`src/pate_pkg.sv`:
```
// Shared types, constants and helper functions of the truecolor terminal encoder.
// No dependencies; every other file of the block imports this package.
package pate_pkg;

  // frame geometry
  localparam int MAX_SIDE = 1024;
  localparam int SIDE_W   = $clog2(MAX_SIDE + 1);
  localparam int CNT_W    = (MAX_SIDE > 1) ? $clog2(MAX_SIDE) : 1;

  // configuration port
  localparam int CFG_W   = 11;
  localparam int INDEX_W = 2;
  localparam logic [INDEX_W-1:0] REG_FRAME_WIDTH  = INDEX_W'(0);
  localparam logic [INDEX_W-1:0] REG_FRAME_HEIGHT = INDEX_W'(1);
  localparam logic [CFG_W-1:0]   WIDTH_RESET      = CFG_W'(80);
  localparam logic [CFG_W-1:0]   HEIGHT_RESET     = CFG_W'(24);

  // command queue between front and back
  localparam int QUEUE_DEPTH = 4;
  localparam int QPTR_W      = $clog2(QUEUE_DEPTH);
  localparam int QCNT_W      = $clog2(QUEUE_DEPTH + 1);

  // byte slots of the output sequence for one pixel
  localparam int SLOT_W = 6;
  localparam logic [SLOT_W-1:0] SLOT_ESC_FG  = SLOT_W'(0);
  localparam logic [SLOT_W-1:0] SLOT_R       = SLOT_W'(7);
  localparam logic [SLOT_W-1:0] SLOT_G       = SLOT_W'(11);
  localparam logic [SLOT_W-1:0] SLOT_B       = SLOT_W'(15);
  localparam logic [SLOT_W-1:0] SLOT_BLOCK   = SLOT_W'(19);
  localparam logic [SLOT_W-1:0] SLOT_NEWLINE = SLOT_W'(22);
  localparam logic [SLOT_W-1:0] SLOT_RESET   = SLOT_W'(30);
  localparam logic [SLOT_W-1:0] SLOT_LAST    = SLOT_W'(33);
  localparam logic [SLOT_W-1:0] SLOT_DONE    = SLOT_W'(63);

  localparam logic [7:0] CHAR_ESC     = 8'h1B;
  localparam logic [7:0] CHAR_ZERO    = 8'h30;
  localparam logic [7:0] CHAR_BLOCK_0 = 8'hE2;

  typedef struct packed {
    logic [7:0] red;
    logic [7:0] green;
    logic [7:0] blue;
  } pixel_t;

  typedef struct packed {
    logic [7:0] out_byte;
    logic       last_of_pixel;
    logic       frame_done;
  } text_t;

  // one classified pixel, as the back end needs it
  typedef struct packed {
    logic        colour_esc;
    logic        row_end;
    logic        frame_end;
    logic [11:0] red_bcd;
    logic [11:0] green_bcd;
    logic [11:0] blue_bcd;
  } cmd_t;

  // queue status seen by front and back
  typedef struct packed {
    logic full;
    logic empty;
  } queue_status_t;

  // 8-bit binary to three bcd digits, shift and add-three
  function automatic logic [11:0] to_bcd(input logic [7:0] v);
    logic [19:0] s;
    s = {12'd0, v};
    for (int i = 0; i < 8; i++) begin
      if (s[11:8] >= 4'd5)  s[11:8]  = s[11:8] + 4'd3;
      if (s[15:12] >= 4'd5) s[15:12] = s[15:12] + 4'd3;
      if (s[19:16] >= 4'd5) s[19:16] = s[19:16] + 4'd3;
      s = s << 1;
    end
    return s[19:8];
  endfunction

  // fixed bytes of the sequence; digit slots are filled in by the back end
  function automatic logic [7:0] slot_byte(input logic [SLOT_W-1:0] slot);
    logic [7:0] b;
    case (slot)
      SLOT_ESC_FG:                  b = CHAR_ESC;
      SLOT_ESC_FG + SLOT_W'(1):     b = 8'h5B;  // [
      SLOT_ESC_FG + SLOT_W'(2):     b = 8'h33;  // 3
      SLOT_ESC_FG + SLOT_W'(3):     b = 8'h38;  // 8
      SLOT_ESC_FG + SLOT_W'(4):     b = 8'h3B;  // ;
      SLOT_ESC_FG + SLOT_W'(5):     b = 8'h32;  // 2
      SLOT_ESC_FG + SLOT_W'(6):     b = 8'h3B;
      SLOT_G - SLOT_W'(1), SLOT_B - SLOT_W'(1): b = 8'h3B;
      SLOT_BLOCK - SLOT_W'(1):      b = 8'h6D;  // m
      SLOT_BLOCK:                   b = CHAR_BLOCK_0;
      SLOT_BLOCK + SLOT_W'(1):      b = 8'h96;
      SLOT_BLOCK + SLOT_W'(2):      b = 8'h88;
      SLOT_NEWLINE, SLOT_NEWLINE + SLOT_W'(4), SLOT_RESET: b = CHAR_ESC;
      SLOT_NEWLINE + SLOT_W'(1), SLOT_NEWLINE + SLOT_W'(5), SLOT_RESET + SLOT_W'(1):
                                    b = 8'h5B;
      SLOT_NEWLINE + SLOT_W'(2):    b = 8'h31;  // 1
      SLOT_NEWLINE + SLOT_W'(3):    b = 8'h45;  // E
      SLOT_NEWLINE + SLOT_W'(6), SLOT_RESET + SLOT_W'(2): b = CHAR_ZERO;
      SLOT_NEWLINE + SLOT_W'(7):    b = 8'h47;  // G
      SLOT_LAST:                    b = 8'h6D;
      default:                      b = CHAR_ZERO;
    endcase
    return b;
  endfunction

endpackage

```
`src/pixel_to_ansi_truecolor_encoder.sv`:
```
// channel   | direction | signals                               | transfer when
// config    | in        | cfg_write, cfg_index, cfg_data        | cfg_write high
// pixel     | in        | pixel_valid, pixel_stall, pixel       | valid high, stall low
// text      | out       | text_valid, text_stall, text          | valid high, stall low
//
// One text byte leaves per cycle while a pixel is queued and the output is not stalled;
// a pixel gives 3 to 34 bytes, set by the byte sequencer of the back end that walks one
// slot per byte. Pixels are taken while the four-entry command queue has room, also
// while the output byte is stalled. With the queue empty, the first byte of a pixel
// passes through the queue entry and then the registered text output.
// Synchronous reset clears position, colour state, queue and output; sizes go to 80 by 24.
// Top level of the truecolor terminal encoder; depends on pate_pkg, pate_front,
// pate_queue and pate_back.
module pixel_to_ansi_truecolor_encoder
  import pate_pkg::*;
(
  input  logic               clk,
  input  logic               rst,
  input  logic               cfg_write,
  input  logic [INDEX_W-1:0] cfg_index,
  input  logic [CFG_W-1:0]   cfg_data,
  input  logic               pixel_valid,
  output logic               pixel_stall,
  input  pixel_t             pixel,
  output logic               text_valid,
  input  logic               text_stall,
  output text_t              text
);

  queue_status_t qstat;
  logic          push;
  logic          pop;
  cmd_t          push_cmd;
  cmd_t          head;

  // classification
  pate_front u_front (
    .clk         (clk),
    .rst         (rst),
    .cfg_write   (cfg_write),
    .cfg_index   (cfg_index),
    .cfg_data    (cfg_data),
    .pixel_valid (pixel_valid),
    .pixel_stall (pixel_stall),
    .pixel       (pixel),
    .qstat       (qstat),
    .push        (push),
    .push_cmd    (push_cmd)
  );

  // decoupling queue
  pate_queue u_queue (
    .clk      (clk),
    .rst      (rst),
    .push     (push),
    .push_cmd (push_cmd),
    .pop      (pop),
    .head     (head),
    .qstat    (qstat)
  );

  // byte generation
  pate_back u_back (
    .clk        (clk),
    .rst        (rst),
    .head       (head),
    .qstat      (qstat),
    .pop        (pop),
    .text_valid (text_valid),
    .text_stall (text_stall),
    .text       (text)
  );

endmodule

```
`src/pate_front.sv`:
```
// Front end: size registers, raster position, colour tracking and pixel classification.
// Depends on pate_pkg; pushes one cmd_t per accepted pixel into the queue.
module pate_front
  import pate_pkg::*;
(
  input  logic               clk,
  input  logic               rst,
  input  logic               cfg_write,
  input  logic [INDEX_W-1:0] cfg_index,
  input  logic [CFG_W-1:0]   cfg_data,
  input  logic               pixel_valid,
  output logic               pixel_stall,
  input  pixel_t             pixel,
  input  queue_status_t      qstat,
  output logic               push,
  output cmd_t               push_cmd
);

  localparam int CMP_W = SIDE_W + 1;

  logic [CFG_W-1:0]  frame_width;
  logic [CFG_W-1:0]  frame_height;
  logic [23:0]       current_colour;
  logic              colour_valid;
  logic [CNT_W-1:0]  column_count;
  logic [CNT_W-1:0]  row_count;

  logic [SIDE_W-1:0] w_eff;
  logic [SIDE_W-1:0] h_eff;
  logic [23:0]       colour;
  logic              colour_esc;
  logic              row_end;
  logic              frame_end;

  function automatic logic [SIDE_W-1:0] eff_side(input logic [CFG_W-1:0] r);
    logic [SIDE_W-1:0] s;
    if (r == '0) s = SIDE_W'(1);
    else if (32'(r) > MAX_SIDE) s = SIDE_W'(MAX_SIDE);
    else s = SIDE_W'(r);
    return s;
  endfunction

  // classification of the incoming pixel
  always_comb begin
    w_eff      = eff_side(frame_width);
    h_eff      = eff_side(frame_height);
    colour     = {pixel.red, pixel.green, pixel.blue};
    colour_esc = !colour_valid || (colour != current_colour);
    row_end    = (CMP_W'(column_count) + CMP_W'(1)) >= CMP_W'(w_eff);
    frame_end  = row_end && ((CMP_W'(row_count) + CMP_W'(1)) >= CMP_W'(h_eff));
  end

  assign pixel_stall = qstat.full;
  assign push        = pixel_valid && !qstat.full;

  always_comb begin
    push_cmd.colour_esc = colour_esc;
    push_cmd.row_end    = row_end;
    push_cmd.frame_end  = frame_end;
    push_cmd.red_bcd    = to_bcd(pixel.red);
    push_cmd.green_bcd  = to_bcd(pixel.green);
    push_cmd.blue_bcd   = to_bcd(pixel.blue);
  end

  // size registers
  always_ff @(posedge clk) begin
    if (rst) begin
      frame_width  <= WIDTH_RESET;
      frame_height <= HEIGHT_RESET;
    end else if (cfg_write) begin
      if (cfg_index == REG_FRAME_WIDTH) frame_width <= cfg_data;
      else if (cfg_index == REG_FRAME_HEIGHT) frame_height <= cfg_data;
    end
  end

  // position and colour state, updated on each pixel transfer
  always_ff @(posedge clk) begin
    if (rst) begin
      current_colour <= '0;
      colour_valid   <= 1'b0;
      column_count   <= '0;
      row_count      <= '0;
    end else if (push) begin
      current_colour <= colour;
      colour_valid   <= !frame_end;
      if (row_end) begin
        column_count <= '0;
        row_count    <= frame_end ? '0 : row_count + CNT_W'(1);
      end else begin
        column_count <= column_count + CNT_W'(1);
      end
    end
  end

endmodule

```
`src/pate_queue.sv`:
```
// Short command queue between the front and back ends.
// Depends on pate_pkg for cmd_t and the queue depth.
module pate_queue
  import pate_pkg::*;
(
  input  logic          clk,
  input  logic          rst,
  input  logic          push,
  input  cmd_t          push_cmd,
  input  logic          pop,
  output cmd_t          head,
  output queue_status_t qstat
);

  cmd_t              entries [QUEUE_DEPTH];
  logic [QPTR_W-1:0] wr_ptr;
  logic [QPTR_W-1:0] rd_ptr;
  logic [QCNT_W-1:0] count;

  assign head        = entries[rd_ptr];
  assign qstat.full  = (count == QCNT_W'(QUEUE_DEPTH));
  assign qstat.empty = (count == '0);

  // storage
  always_ff @(posedge clk) begin
    if (push) entries[wr_ptr] <= push_cmd;
  end

  // pointers and fill count
  always_ff @(posedge clk) begin
    if (rst) begin
      wr_ptr <= '0;
      rd_ptr <= '0;
      count  <= '0;
    end else begin
      if (push) wr_ptr <= (32'(wr_ptr) == QUEUE_DEPTH - 1) ? '0 : wr_ptr + QPTR_W'(1);
      if (pop)  rd_ptr <= (32'(rd_ptr) == QUEUE_DEPTH - 1) ? '0 : rd_ptr + QPTR_W'(1);
      if (push && !pop) count <= count + QCNT_W'(1);
      else if (pop && !push) count <= count - QCNT_W'(1);
    end
  end

endmodule

```
`src/pate_back.sv`:
```
// Back end: byte sequencer that walks the slots of the queue head, one byte per cycle
// unless stalled. Depends on pate_pkg; drives the registered text output.
module pate_back
  import pate_pkg::*;
(
  input  logic          clk,
  input  logic          rst,
  input  cmd_t          head,
  input  queue_status_t qstat,
  output logic          pop,
  output logic          text_valid,
  input  logic          text_stall,
  output text_t         text
);

  logic              started;
  logic [SLOT_W-1:0] slot;
  logic [SLOT_W-1:0] cur;
  logic [SLOT_W-1:0] nxt;
  logic              advance;
  logic              emit;
  logic [7:0]        byte_val;

  // first slot of a digit group: hundreds, tens or ones
  function automatic logic [SLOT_W-1:0] lead_digit(input logic [SLOT_W-1:0] base,
                                                   input logic [11:0] bcd);
    logic [SLOT_W-1:0] s;
    if (bcd[11:8] != 4'd0) s = base;
    else if (bcd[7:4] != 4'd0) s = base + SLOT_W'(1);
    else s = base + SLOT_W'(2);
    return s;
  endfunction

  // current and following slot
  always_comb begin
    if (started) cur = slot;
    else cur = head.colour_esc ? SLOT_ESC_FG : SLOT_BLOCK;
    case (cur)
      SLOT_R - SLOT_W'(1):      nxt = lead_digit(SLOT_R, head.red_bcd);
      SLOT_G - SLOT_W'(1):      nxt = lead_digit(SLOT_G, head.green_bcd);
      SLOT_B - SLOT_W'(1):      nxt = lead_digit(SLOT_B, head.blue_bcd);
      SLOT_BLOCK + SLOT_W'(2):  nxt = head.row_end ? SLOT_NEWLINE : SLOT_DONE;
      SLOT_RESET - SLOT_W'(1):  nxt = head.frame_end ? SLOT_RESET : SLOT_DONE;
      SLOT_LAST:                nxt = SLOT_DONE;
      default:                  nxt = cur + SLOT_W'(1);
    endcase
  end

  // byte for the current slot, digits taken from the bcd fields
  always_comb begin
    case (cur)
      SLOT_R:              byte_val = CHAR_ZERO | {4'd0, head.red_bcd[11:8]};
      SLOT_R + SLOT_W'(1): byte_val = CHAR_ZERO | {4'd0, head.red_bcd[7:4]};
      SLOT_R + SLOT_W'(2): byte_val = CHAR_ZERO | {4'd0, head.red_bcd[3:0]};
      SLOT_G:              byte_val = CHAR_ZERO | {4'd0, head.green_bcd[11:8]};
      SLOT_G + SLOT_W'(1): byte_val = CHAR_ZERO | {4'd0, head.green_bcd[7:4]};
      SLOT_G + SLOT_W'(2): byte_val = CHAR_ZERO | {4'd0, head.green_bcd[3:0]};
      SLOT_B:              byte_val = CHAR_ZERO | {4'd0, head.blue_bcd[11:8]};
      SLOT_B + SLOT_W'(1): byte_val = CHAR_ZERO | {4'd0, head.blue_bcd[7:4]};
      SLOT_B + SLOT_W'(2): byte_val = CHAR_ZERO | {4'd0, head.blue_bcd[3:0]};
      default:             byte_val = slot_byte(cur);
    endcase
  end

  assign advance = !text_valid || !text_stall;
  assign emit    = advance && !qstat.empty;
  assign pop     = emit && (nxt == SLOT_DONE);

  // sequencer position
  always_ff @(posedge clk) begin
    if (rst) begin
      started <= 1'b0;
      slot    <= SLOT_ESC_FG;
    end else if (emit) begin
      started <= (nxt != SLOT_DONE);
      slot    <= nxt;
    end
  end

  // output register
  always_ff @(posedge clk) begin
    if (rst) begin
      text_valid <= 1'b0;
    end else if (advance) begin
      text_valid <= !qstat.empty;
    end
  end

  always_ff @(posedge clk) begin
    if (emit) begin
      text.out_byte      <= byte_val;
      text.last_of_pixel <= (nxt == SLOT_DONE);
      text.frame_done    <= (nxt == SLOT_DONE) && head.frame_end;
    end
  end

endmodule

```
`config.mk`:
```
export PLATFORM = sky130hd
export DESIGN_NAME = pixel_to_ansi_truecolor_encoder
export DESIGN_NICKNAME = d
export VERILOG_FILES = /design/src/pate_pkg.sv /design/src/pixel_to_ansi_truecolor_encoder.sv /design/src/pate_front.sv /design/src/pate_queue.sv /design/src/pate_back.sv
export SDC_FILE = /design/constraint.sdc
export NUM_CORES = 1
export LEC_CHECK = 0
export ABC_AREA = 1
export BUFFER_PORTS_ARGS = -buffer_cell sky130_fd_sc_hd__buf_2
export CORE_AREA = 2 2 184 150
export DETAILED_ROUTE_END_ITERATION = 7
export DIE_AREA = 0 0 186 152
export GPL_ROUTABILITY_DRIVEN = 0
export PLACE_DENSITY = 0.7
export SLEW_MARGIN = 20
export SYNTH_ARGS = -nofsm -noshare
export SYNTH_HDL_FRONTEND = slang
export SYNTH_SLANG_ARGS = --single-unit
```
`constraint.sdc`:
```
create_clock -name clk -period 11.1 [get_ports clk]
set_input_delay 0.555 -clock clk [delete_from_list [all_inputs] [get_ports clk]]
set_output_delay 0.555 -clock clk [all_outputs]
set_load 0.005 [all_outputs]
```
==> run_results.csv <==
group,metric,value,unit
outcome,outcome,"completed",
clocking,postCtsResizedCells,0,
drt,routed_wl,30300,um
logic_synthesis,yosysMostFrequentCell,"nand2_1",
grt,grt_max_degree,69,
grt,gr-total-overflow,0,
drt,viasPerCell,5.37,
logic_synthesis,ys_seq_elements,226,
worst_setup_path,cp.arrival,5.19,ns
floorplanning,dieWidth,186,um
worst_setup_path,path_max_fanout,68,
timing,rsz0062_at_grt,"false",
pwr,total_power,2550,uW
logic_synthesis,synth_fp_nets,1678,
timing,hold_viol_final,0,
placed_design,dp_worst_setup_slack,6.18,ns
worst_setup_path,critPathCaptureType,"flop",
logic_synthesis,syn_area_per_cell,8.34,um2
floorplanning,rows,54,
drt,vias,10700,
logic_synthesis,synth_common_cells,"365 x nand2_1, 148 x inv_1, 142 x edfxtp_1",
timing,fin_crit_sh,0.432,
clocking,cts_buffer_depth,3,
logic_synthesis,postSynth.asyncResetShare,0,
clocking,insertion_delay,0.53,ns
cells_and_area,final_net_count,1720,
cells_and_area,fillers,2412,
clocking,clk_pin_slew_worst_paths,0.06,ns
floorplanning,die_area,28300,um2
logic_synthesis,yosys-top-cells-area,"edfxtp_1 33%, dfxtp_1 13%, nand2_1 10%",
placed_design,dp_hpwl,21100,um
logic_synthesis,synth_ff_type,"edfxtp_1",
timing,final.setup.worst_slack,6.31,ns
placed_design,dp.cells,1947,
drt,ant_nets,0,
worst_setup_path,required,11.49,ns
timing,drv_slew,0,
cells_and_area,drive_gt1_frac,0.140,
logic_synthesis,yosys.area.top_type_share,0.326,
drt,drc,0,
logic_synthesis,synth_cell_types,65,
hold_path,min_path_type,"primary input to flop",
cells_and_area,fin_cells,1992,
logic_synthesis,synth_warnings,0,
logic_synthesis,yosysTopAreaCell,"edfxtp_1",
worst_setup_path,startpoint_type,"flop",
timing,skew,0.0247,ns
logic_synthesis,syn_area,13100,um2
timing,final.setup.tns,0,ns
clocking,cts_tree,"yes",
floorplanning,dieHeight,152,um
worst_setup_path,crit_type,"flop to flop",
flow_run,maxCapViolations,0,
clocking,cts_setup_buffers,0,
timing,post-route-min-period,4.79,ns
pwr,power_density,174,nW/um2
clocking,cts-root-buf,"clkbuf_16",
grt,track_usage,0.212,
placed_design,io_buffers,53,
timing,max_freq,0.209,GHz
logic_synthesis,synth-edff-count,142,
timing,finalSetupViolations,0,
logic_synthesis,synth-seq-area-share,0.454,
grt,grt_pass1_wl,48900,um
clocking,hold_buffers,0,
clocking,cts.sinks,226,
floorplanning,core_area,26700,um2
drt,drtIter0Drc,842,
worst_setup_path,reg2reg_slack,6.31,ns
logic_synthesis,netlist_instances,1570,
grt,antenna_found_initial,1,
floorplanning,io_pins,54,
drt,first_pass_iters,5,
cells_and_area,area.growth.synth_to_final,11.7,%
pwr,leakage,0.00634,uW
pwr,ir_drop,109,uV
floorplanning,initial_core_util,0.491,
grt,first_global_vias,9708,
drt,drt-wirelength-per-cell,15.2,um
clocking,cts_made_buffers,24,
clocking,cts_max_level,1,
timing,slew_headroom,0.288,
timing,worst_pin_slew,1.07,ns
==> per-stage QoR <==
stage,hold slack [ns],utilization,instance area (um2)
finish,0.265,0.548,14600
global route,0.263,0.548,14600
CTS,0.251,0.545,14500
detailed placement,0.469,0.512,13700
global placement,0.464,0.512,13700
floorplan,0.444,-,13100
==> kinds of logic after synthesis <==
logic type	synth area share
xor+xnor	0.0248
buf+inv	0.0641
flops	0.454
fa+ha+maj	0.0637
compound gates	0.117
mux	0.000765
simple gates	0.276
==> area by class of cell <==
type                            count  area, um2  share of cell area
Tap cell                          364        455              0.0312
Clock inverter                     15        229              0.0157
Antenna cell                        1       2.50            0.000171
Timing Repair Buffer               60        370              0.0253
Clock buffer                       26        639              0.0437
Sequential cell                   226       5950               0.407
Multi-Input combinational cell   1133       6340               0.434
Inverter                          167        632              0.0432
==> power by group <==
part           internal [uW]  switching (uW)  total (uW)
Sequential              1040            34.5        1070
Combinational            178             410         588
Clock                    553             336         889
==> path summary, 6_finish.rpt <==
check | cells past startpoint | startpoint | endpoint
min reg2reg | 2 | u_front.frame_height[1] | u_front.frame_height[1]
min | 3 | cfg_data[6] | u_front.frame_width[6]
max | 26 | flop | u_queue.count[2]
max reg2reg | 26 | flop | u_queue.count[2]
==> layer usage <==
| layer | global-route usage | vias up | wire length (um) |
|---|---|---|---|
| met5 | 0 | - | 0 |
| met4 | 0.0547 | 0 | 559 |
| met3 | 0.0302 | 42 | 1910 |
| met2 | 0.314 | 304 | 13000 |
| met1 | 0.325 | 4946 | 14800 |
| li1 | - | 5396 | - |
==> registers in the layout, indices dropped and copies added (netlist names), named ones only <==
| register | flops |
|---|---|
| u_queue.wr_ptr | 2 |
| u_front.column_count | 10 |
| u_back.text | 10 |
| u_front.frame_height | 11 |
| u_queue.entries | 132 |
| u_back.slot | 6 |
| u_front.row_count | 10 |
| u_front.frame_width | 11 |
| u_back.text_valid | 1 |
| u_front.current_colour | 24 |
| u_queue.count | 3 |
| u_queue.rd_ptr | 2 |
| u_back.started | 1 |
| u_front.colour_valid | 1 |
==> critical path, stage by stage (launching register included) <==
cell and delay [ns]:
dfxtp_2 0.31, buf_4 0.53, inv_2 0.04, buf_4 0.36, nand2_1 0.16, nand3_2 0.10, nand2_1 0.13, nand2_2 0.11
nand2_2 0.20, inv_1 0.14, ha_1 0.26, inv_1 0.19, nor2_1 0.11, nand2_2 0.15, nand3_1 0.14, nor2_1 0.19
nand3b_1 0.12, nor2_2 0.16, nor2_2 0.08, nand4_4 0.08, ha_1 0.17, inv_1 0.07, fa_1 0.39, a21oi_1 0.14
o21ai_0 0.11, o21ai_0 0.15, a21oi_1 0.05
==> cell usage in the layout, fill, tap and decap left out, drive strengths merged, types with 2 or more instances in the layout <==
cell and n:
o211ai 9, xor2 25, nand3b 4, a21oi 82, a32o 2, nor4 6
nor3b 4, clkinv 8, buf 60, o2111ai 4, a21o 4, ha 65
a22oi 2, nand3 140, o221ai 2, inv 167, a221oi 2, edfxtp 142
or2 5, a21boi 3, a211oi 7, nand2 413, o21ai 118, nand4 21
dfxtp 84, bufinv 6, nor3 16, o22ai 19, clkbuf 26, nor2 155
xnor2 9, a22o 4, and3 2
Power figures use the tool's default switching activity.
